<file path="src/rtl/slstk_pkg.sv">
// Package with operation codes, status codes and fixed field widths of the stack block.
`default_nettype none
package slstk_pkg;

    localparam int WORD_W   = 32;
    localparam int OP_W     = 3;
    localparam int STATUS_W = 2;
    localparam int POS_W    = 5;

    localparam logic [OP_W-1:0] OP_PUSH    = 3'd0;
    localparam logic [OP_W-1:0] OP_POP     = 3'd1;
    localparam logic [OP_W-1:0] OP_SEARCH  = 3'd2;
    localparam logic [OP_W-1:0] OP_REPLACE = 3'd3;
    localparam logic [OP_W-1:0] OP_DUMP    = 3'd4;

    localparam logic [STATUS_W-1:0] ST_OK       = 2'd0;
    localparam logic [STATUS_W-1:0] ST_EMPTY    = 2'd1;
    localparam logic [STATUS_W-1:0] ST_FULL     = 2'd2;
    localparam logic [STATUS_W-1:0] ST_NOTFOUND = 2'd3;

endpackage
`default_nettype wire

</file>
<file path="src/rtl/searchable_lifo_stack_top.sv">
// Searchable LIFO stack: control state machine around one word memory.
// Push and any command on an empty stack answer with one result beat in the cycle after the
// command beat; unused codes give no result. Pop answers after the registered read of the top.
// Search and replace walk the memory one entry per cycle from the top until the first match
// or the bottom entry. Dump gives one result beat per cycle after the registered read of the
// top entry. Reset (rst_n low) empties the stack at once.
`default_nettype none
module searchable_lifo_stack_top
    import slstk_pkg::*;
#(
    parameter int DEPTH = 16
) (
    input  wire logic                       clk,
    input  wire logic                       rst_n,
    input  wire logic                       start,
    output logic                            busy,
    input  wire logic        [OP_W-1:0]     op,
    input  wire logic signed [WORD_W-1:0]   value,
    input  wire logic signed [WORD_W-1:0]   new_value,
    output logic                            done,
    output logic             [STATUS_W-1:0] status,
    output logic signed      [WORD_W-1:0]   data,
    output logic             [POS_W-1:0]    position,
    output logic                            last
);

    // Address width covers the entries; the count needs one more value to hold DEPTH itself.
    localparam int IW = $clog2(DEPTH);
    localparam int CW = $clog2(DEPTH + 1);
    localparam logic [CW-1:0] FULL_COUNT = CW'(DEPTH);

    typedef enum logic [1:0] {
        S_IDLE,
        S_POP,
        S_SCAN,
        S_DUMP
    } state_t;

    state_t state_reg, state_next;

    // Number of held words; entry 0 is the bottom, entry count-1 the top.
    logic [CW-1:0] count_reg, count_next;

    // Address of the entry whose word arrives on the read port in the current cycle.
    logic [IW-1:0] addr_reg, addr_next;

    // Position from the top of that entry, masked to the field width as it counts.
    logic [POS_W-1:0] pos_reg, pos_next;

    // Operands of a search or replace held for the whole walk.
    logic [WORD_W-1:0] key_reg, key_next;
    logic [WORD_W-1:0] nv_reg, nv_next;
    logic              repl_reg, repl_next;

    // Registered result beat.
    logic                done_reg, done_next;
    logic [STATUS_W-1:0] status_reg, status_next;
    logic [WORD_W-1:0]   data_reg, data_next;
    logic [POS_W-1:0]    position_reg, position_next;
    logic                last_reg, last_next;

    // Memory port signals.
    logic              we;
    logic [IW-1:0]     wr_addr;
    logic [WORD_W-1:0] wr_data;
    logic [IW-1:0]     rd_addr;
    logic [WORD_W-1:0] rd_data;

    logic [CW-1:0] count_m1;
    logic [IW-1:0] top_addr;
    logic          empty;
    logic          full;

    assign count_m1 = count_reg - CW'(1);
    assign top_addr = count_m1[IW-1:0];
    assign empty    = (count_reg == '0);
    assign full     = (count_reg == FULL_COUNT);

    slstk_ram #(
        .WIDTH (WORD_W),
        .DEPTH (DEPTH)
    ) u_ram (
        .clk     (clk),
        .we      (we),
        .wr_addr (wr_addr),
        .wr_data (wr_data),
        .rd_addr (rd_addr),
        .rd_data (rd_data)
    );

    // Commands are taken only in idle, so no read whose word is used falls in the same cycle as
    // a write of that entry: every write lands before the next such read of it.
    always_comb
    begin
        state_next    = state_reg;
        count_next    = count_reg;
        addr_next     = addr_reg;
        pos_next      = pos_reg;
        key_next      = key_reg;
        nv_next       = nv_reg;
        repl_next     = repl_reg;
        done_next     = 1'b0;
        status_next   = ST_OK;
        data_next     = '0;
        position_next = '0;
        last_next     = 1'b0;
        we            = 1'b0;
        wr_addr       = count_reg[IW-1:0];
        wr_data       = $unsigned(value);
        rd_addr       = addr_reg - IW'(1);

        case (state_reg)
            S_IDLE:
            begin
                if (start)
                begin
                    case (op)
                        OP_PUSH:
                        begin
                            done_next = 1'b1;
                            last_next = 1'b1;
                            if (full)
                            begin
                                status_next = ST_FULL;
                            end
                            else
                            begin
                                we         = 1'b1;
                                count_next = count_reg + CW'(1);
                            end
                        end
                        OP_POP:
                        begin
                            if (empty)
                            begin
                                done_next   = 1'b1;
                                last_next   = 1'b1;
                                status_next = ST_EMPTY;
                            end
                            else
                            begin
                                count_next = count_m1;
                                rd_addr    = top_addr;
                                state_next = S_POP;
                            end
                        end
                        OP_SEARCH, OP_REPLACE:
                        begin
                            if (empty)
                            begin
                                done_next   = 1'b1;
                                last_next   = 1'b1;
                                status_next = ST_EMPTY;
                            end
                            else
                            begin
                                key_next   = $unsigned(value);
                                nv_next    = $unsigned(new_value);
                                repl_next  = (op == OP_REPLACE);
                                addr_next  = top_addr;
                                rd_addr    = top_addr;
                                pos_next   = POS_W'(1);
                                state_next = S_SCAN;
                            end
                        end
                        OP_DUMP:
                        begin
                            if (empty)
                            begin
                                done_next   = 1'b1;
                                last_next   = 1'b1;
                                status_next = ST_EMPTY;
                            end
                            else
                            begin
                                addr_next  = top_addr;
                                rd_addr    = top_addr;
                                state_next = S_DUMP;
                            end
                        end
                        default:
                        begin
                            // Unused codes cause no result and leave the stack alone.
                        end
                    endcase
                end
            end
            S_POP:
            begin
                done_next  = 1'b1;
                last_next  = 1'b1;
                data_next  = rd_data;
                state_next = S_IDLE;
            end
            S_SCAN:
            begin
                if (rd_data == key_reg)
                begin
                    // First match from the top; a replace rewrites that same entry.
                    we            = repl_reg;
                    wr_addr       = addr_reg;
                    wr_data       = nv_reg;
                    done_next     = 1'b1;
                    last_next     = 1'b1;
                    position_next = pos_reg;
                    state_next    = S_IDLE;
                end
                else if (addr_reg == '0)
                begin
                    done_next   = 1'b1;
                    last_next   = 1'b1;
                    status_next = ST_NOTFOUND;
                    state_next  = S_IDLE;
                end
                else
                begin
                    addr_next = addr_reg - IW'(1);
                    pos_next  = pos_reg + POS_W'(1);
                end
            end
            S_DUMP:
            begin
                done_next = 1'b1;
                data_next = rd_data;
                if (addr_reg == '0)
                begin
                    last_next  = 1'b1;
                    state_next = S_IDLE;
                end
                else
                begin
                    addr_next = addr_reg - IW'(1);
                end
            end
            default:
            begin
                state_next = S_IDLE;
            end
        endcase
    end

    always_ff @(posedge clk or negedge rst_n)
    begin
        if (!rst_n)
        begin
            state_reg <= S_IDLE;
            count_reg <= '0;
            done_reg  <= 1'b0;
        end
        else
        begin
            state_reg <= state_next;
            count_reg <= count_next;
            done_reg  <= done_next;
        end
    end

    // Payload registers carry no reset.
    always_ff @(posedge clk)
    begin
        addr_reg     <= addr_next;
        pos_reg      <= pos_next;
        key_reg      <= key_next;
        nv_reg       <= nv_next;
        repl_reg     <= repl_next;
        status_reg   <= status_next;
        data_reg     <= data_next;
        position_reg <= position_next;
        last_reg     <= last_next;
    end

    assign busy     = (state_reg != S_IDLE);
    assign done     = done_reg;
    assign status   = status_reg;
    assign data     = $signed(data_reg);
    assign position = position_reg;
    assign last     = last_reg;

endmodule
`default_nettype wire

</file>
<file path="src/rtl/slstk_ram.sv">
// Generic single-port-write, single-port-read RAM with a registered read.
`default_nettype none
module slstk_ram #(
    parameter int WIDTH = 32,
    parameter int DEPTH = 16
) (
    input  wire logic                     clk,
    input  wire logic                     we,
    input  wire logic [$clog2(DEPTH)-1:0] wr_addr,
    input  wire logic [WIDTH-1:0]         wr_data,
    input  wire logic [$clog2(DEPTH)-1:0] rd_addr,
    output logic      [WIDTH-1:0]         rd_data
);

    logic [WIDTH-1:0] mem [DEPTH];

    always_ff @(posedge clk)
    begin
        if (we)
        begin
            mem[wr_addr] <= wr_data;
        end
        rd_data <= mem[rd_addr];
    end

endmodule
`default_nettype wire

</file>
<file path="config.mk">
export PLATFORM = sky130hd
export DESIGN_NAME = searchable_lifo_stack_top
export DESIGN_NICKNAME = d
export VERILOG_FILES = /design/src/rtl/slstk_pkg.sv /design/src/rtl/searchable_lifo_stack_top.sv /design/src/rtl/slstk_ram.sv
export SDC_FILE = /design/constraint.sdc
export NUM_CORES = 1
export LEC_CHECK = 0
export BUFFER_PORTS_ARGS = -buffer_cell sky130_fd_sc_hd__buf_2
export CORE_MARGIN = 5
export CORE_UTILIZATION = 55
export CTS_BUF_LIST = sky130_fd_sc_hd__clkbuf_4 sky130_fd_sc_hd__clkbuf_8
export DETAILED_ROUTE_END_ITERATION = 16
export HOLD_SLACK_MARGIN = 0.05
export MAX_ROUTING_LAYER = met4
export PLACE_DENSITY = 0.75
export SETUP_SLACK_MARGIN = 0.05
export SLEW_MARGIN = 5
export SYNTH_ARGS = -nofsm -noshare
export SYNTH_HDL_FRONTEND = slang
export SYNTH_HIERARCHICAL = 1
export SYNTH_SLANG_ARGS = --single-unit
</file>
<file path="constraint.sdc">
create_clock -name clk -period 5.1 [get_ports clk]
set_input_delay 1.02 -clock clk [delete_from_list [all_inputs] [get_ports clk]]
set_output_delay 1.02 -clock clk [all_outputs]
set_load 0.005 [all_outputs]
</file>
# Word level (Yosys, flattened, before mapping)
# Memory sizes are Yosys's and may differ from the RTL's. A register that Yosys moved wholly into a read port is not among the register bits.
# Cells that the tools add are included.
# op_classes
n_reduce_logical,18
bitwise_logic,1
n_mux,52
addsub,4
n_eq_ne,21
order_cmp,0
n_shift,0
n_div,0
n_mul,0
# op_table
operator,n
two-way mux 32 bit,2
two-way mux 4 bit,11
two-way mux 5 bit,7
== test 32 bit,1
two-way mux 2 bit,10
one-hot mux 5 bit (2 select lines),2
AND reduction 5 bit,3
inequality test 2 bit (second input constant),7
one-hot mux 4 bit (3 select lines),1
two-way mux 1 bit,11
adder 5 x 1 -> 5 bit (second input constant),2
inequality test 3 bit (second input constant),3
one-hot mux 2 bit (2 select lines),2
one-hot mux 2 bit (4 select lines),1
== test 3 x 2 -> 1 bit (second input constant),2
one-hot mux 2 bit (3 select lines),1
AND reduction 6 bit,1
nonzero test 2 bit,3
== test 5 bit (second input constant),1
logical NOT 5 bit,1
subtractor 5 x 1 -> 5 bit (second input constant),1
== test 2 bit (second input constant),2
logical NOT 4 bit,1
inequality test 4 x 1 -> 1 bit (second input constant),1
17 further kinds,19
# word_totals
in_bits,70
ff_bits,122
memories,1
rom_bits,0
wordCells,109
ramBits,512
latchBits,0
out_inout_bits,42
# memory_table
name,words,width,read_ports,rd_clocked_by_memory_dff,wr,line,source
u_ram.mem,16,32,1,1,1,slstk_ram.sv:15,logic [WIDTH-1:0] mem [DEPTH];

# Depth between registers and ports, before layout
# depth
word_depth,7
ltp_mapped,12
ltp_nobuf,9

# Hierarchy
# The synthesis kept the hierarchy.
# by_module_without_submodules
module,seq_area_each_um2,cells_each,area_per_inst_um2,n_inst
slstk_ram,16015.4,838,19835.3,1
searchable_lifo_stack_top,3223.1,360,5067.4,1

# Worst setup path before layout
# Ideal clock, no wire load.
# synth_path
kind,reg2reg
from,register key_reg[13]
to,memory u_ram.mem[0][0] (enable)
required_time_ns,4.639
period_less_slack_ns,4.969
setup_time_ns,0.461
slack_ns,0.131
n_path_buf,1
stages_incl_launch_ff,9
arrival_ns,4.508
path_cell_list,edfxtp_1 xnor2_1 nand4_1 nor4_2 nand4_4 clkbuf_1 o21ai_0 or3b_2 nor3_1
# synth_between
elab_chain_cells,5
word_cells_on_any_way,7
classes_between,1 x eq/ne; 6 x mux
# synth_lines
item,line,source
start: declaration,searchable_lifo_stack_top.sv:51,"logic [WORD_W-1:0] key_reg, key_next;"
start signal: assignment,searchable_lifo_stack_top.sv:263,key_reg <= key_next;
== test 32 bit,searchable_lifo_stack_top.sv:197,if (rd_data == key_reg)
two-way mux 1 bit,searchable_lifo_stack_top.sv:197,
one-hot mux 1 bit (2 select lines),searchable_lifo_stack_top.sv:112,case (state_reg)
via we,searchable_lifo_stack_top.sv:63,logic we;
two-way mux 1 bit,slstk_ram.sv:19,if (we)
two-way mux 1 bit (implied by the code),slstk_ram.sv:21,mem[wr_addr] <= wr_data;
end: declaration,slstk_ram.sv:15,
# The timed path passes the listed nets, and every way through them passes these cells.

# Worst setup path after layout
# layout_path
from,register key_reg[13]
to,memory u_ram.mem[2][8] (enable)
# layout_between
word_cells_on_any_way,7
classes_between,1 x eq/ne; 6 x mux
# layout_lines
item,line,source
== test 32 bit,searchable_lifo_stack_top.sv:197,
two-way mux 4 bit,searchable_lifo_stack_top.sv:197,
two-way mux 4 bit,searchable_lifo_stack_top.sv:112,
via wr_addr[1],searchable_lifo_stack_top.sv:64,logic [IW-1:0] wr_addr;
# The timed path passes the listed nets, and every way through them passes these cells.

==> impl_metrics.env <==
export IMPL_met3_usage=0.0731
export IMPL_end_kind="register"
export IMPL_finalNonFillerCells=2087
export IMPL_rsz0062_at_grt="false"
export IMPL_synth_area_mm2=0.0249
export IMPL_worst_slew_pin_slew_ns=1.12
export IMPL_die_y_um=223
export IMPL_largest_register="u_ram/mem"
export IMPL_cp_startpoint="key_reg[13]$_DFFE_PP_"
export IMPL_path_clk_slew_ns=0.06
export IMPL_period_needed_ns=4.13
export IMPL_num_vias=12358
export IMPL_gr_total_overflow=0
export IMPL_p_leak_nw=9.84
export IMPL_ys_ff_latch=666
export IMPL_worst_setup_path_type="register to register"
export IMPL_cp_required_ns=5.46
export IMPL_synth_ff_type="edfxtp_1"
export IMPL_grt_use_met1=0.317
export IMPL_syn_inst=1198
export IMPL_h_tree_depth=3
export IMPL_cts_sinks=666
export IMPL_drv_cap=0
export IMPL_place_inst=1894
export IMPL_clock_skew_ns=0.0319
export IMPL_slew_headroom=0.254
export IMPL_die_w_um=223
export IMPL_cts_setup_buffers=0
export IMPL_antenna_left=0
export IMPL_cts_tree="yes"
export IMPL_die_area_mm2=0.0496
export IMPL_use_met2=0.352
export IMPL_fin_ws_ns=0.969
export IMPL_drc_errors=0
export IMPL_cp_data_arrival_time_ns=4.49
export IMPL_insertion_delay_ns=0.67
export IMPL_fin_nets=1475
export IMPL_critPathMaxFanout=13
export IMPL_gp_congestion=0.837
export IMPL_yosysWarnings=6
export IMPL_status="complete, no violations"
export IMPL_synth_avg_cell_area_um2=20.8
export IMPL_place_area_mm2=0.0265
export IMPL_syn_to_final_growth_pct=15.4
export IMPL_initial_core_util=0.552
export IMPL_powerDensity_mw_per_mm2=559
export IMPL_grt_busiest_layer="met2"
export IMPL_ir_drop_uv=499
export IMPL_crit_path_max_incr_delay_ns=0.68
export IMPL_port_buffers=111
export IMPL_vias_per_cell=5.92
export IMPL_cts_buffers=104
export IMPL_ios=112
export IMPL_synth_nets=1273
export IMPL_largest_register_ffs=512
export IMPL_postLayoutCellArea_mm2=0.0287
export IMPL_finalHoldViolations=0
export IMPL_critPathTopFamily="simple AND/OR/NAND/NOR gates"
export IMPL_rows=78
export IMPL_cts_root_buf="clkbuf_8"
export IMPL_grtUsageTotal=0.234
export IMPL_yosysUniqueCellTypes=43
export IMPL_multi_input_area_mm2=0.00550
export IMPL_crit_buf_inv=1
export IMPL_wire_per_inst_um=26.8
export IMPL_antennaDiodeCount=0
export IMPL_core_mm2=0.0451
export IMPL_cp_cell_sequence="xnor2_1 -> nand4_1 -> nor4_2 -> nand4_4 -> mux2i_1 -> nand2b_1 -> nor2_4 -> buf_12"
export IMPL_worstReg2RegStart="key_reg[13]$_DFFE_PP_"
export IMPL_final_setup_tns_ns=0
export IMPL_synth_seq_area_share=0.773
export IMPL_grt_max_degree=67
export IMPL_synthArstFlopShare=0.0120
export IMPL_period_share=0.810
export IMPL_final_cell_mix="586 x edfxtp_1, 128 x mux4_2, 118 x clkbuf_8"
export IMPL_grt_pass1_wl_mm=82.6
export IMPL_ctsResizeCount=0
export IMPL_synth_top_cell_area_share=0.707
export IMPL_drt_pass1_iter_count=8
export IMPL_worstSetupStartpointType="register"
export IMPL_postCtsHoldBufs=0
export IMPL_antenna_found_initial=0
export IMPL_dp_slack_ns=1.05
export IMPL_drive_gt1_frac=0.352
export IMPL_drt_total_wl_mm=55.9
export IMPL_dp_hpwl_mm=33.0
export IMPL_drv_slew=0
export IMPL_fillers=2998
export IMPL_dr_first_iter_drc_count=1316
export IMPL_final_common_cell="edfxtp_1"
export IMPL_finalSetupViolCount=0
export IMPL_crit_slowest_cell="mux2i_1"
export IMPL_ys_top_cells_by_area="edfxtp_1 71%, mux4_2 12%, dfxtp_1 5.8%"
export IMPL_seqCellArea_mm2=0.0192
export IMPL_yosysTopAreaCell="edfxtp_1"
export IMPL_grt_pass1_vias=12608
export IMPL_hold_class="input port to asynchronous set/reset pin"
export IMPL_synth_edf_count=586
export IMPL_cts_buffer_depth=3
export IMPL_max_freq_ghz=0.242
==> path summary, 6_finish.rpt <==
check,end,slack [ns],cells after the start
max in group asynchronous,done$_DFF_PN0_,4.71,1
setup reg to reg,u_ram/mem[2][8]$_DFFE_PP_,0.97,8
hold reg to reg,data[30]$_SDFF_PN0_,0.48,1
setup / recovery,u_ram/mem[2][8]$_DFFE_PP_,0.97,8
min in group clk,data[30]$_SDFF_PN0_,0.48,1
hold / removal,count_reg[1]$_DFFE_PN0P_,0.20,1
==> power by group <==
group | leakage (nW) | internal (mW) | switching [mW]
clock | 1.17 | 2.60 | 1.97
sequential | 5.97 | 6.32 | 0.224
combinational | 2.69 | 2.17 | 2.78
total | 9.84 | 11.1 | 4.97
==> synth_stat cells, drive strengths merged (2+ instances only) <==
master,count
xnor2,43
nor2,34
and2,40
nor3,7
a22oi,64
nor2b,3
nor4,2
clkbuf,26
dfrtp,8
xor2,4
nand3,8
a21oi,6
mux2,34
nand4,11
inv,11
ha,5
buf,31
dfxtp,72
nand3b,2
nand2,48
nand2b,3
mux2i,9
mux4,128
edfxtp,586
==> final cells by class <==
class | count | share of cell area
Inverter | 11 | 0.00144
Sequential cell | 666 | 0.669
Tap cell | 600 | 0.0261
Multi-Input combinational cell | 464 | 0.191
Timing Repair Buffer | 153 | 0.0351
Clock inverter | 22 | 0.00610
Clock buffer | 171 | 0.0704
==> through the flow <==
stage	hold WS, ns	utilization	power (mW)
final	0.202	0.637	16.1
after global routing	0.182	0.637	16.8
after CTS	0.164	0.637	16.2
after detailed placement	0.469	0.589	11.6
after global placement	0.460	0.589	11.5
after floorplan	0.451	-	10.0
==> layer usage <==
layer / up-vias / routed length (um)
met2: 667 / 26900
met5: - / 0
met3: 92 / 6000
met4: 0 / 1290
met1: 6333 / 21700
li1: 5266 / -
==> cell families after synthesis <==
family | count (synthesis) | share of synthesized area
adders and majority gates | 6 | 0.00291
AOI/OAI and AO/OA | 76 | 0.0225
muxes | 171 | 0.139
and+or+nand+nor | 164 | 0.0336
DFF | 666 | 0.773
xor gates and xnor gates | 47 | 0.0165
buffers and inverters | 68 | 0.0130
Note: power is estimated with default switching activity, not from simulation.
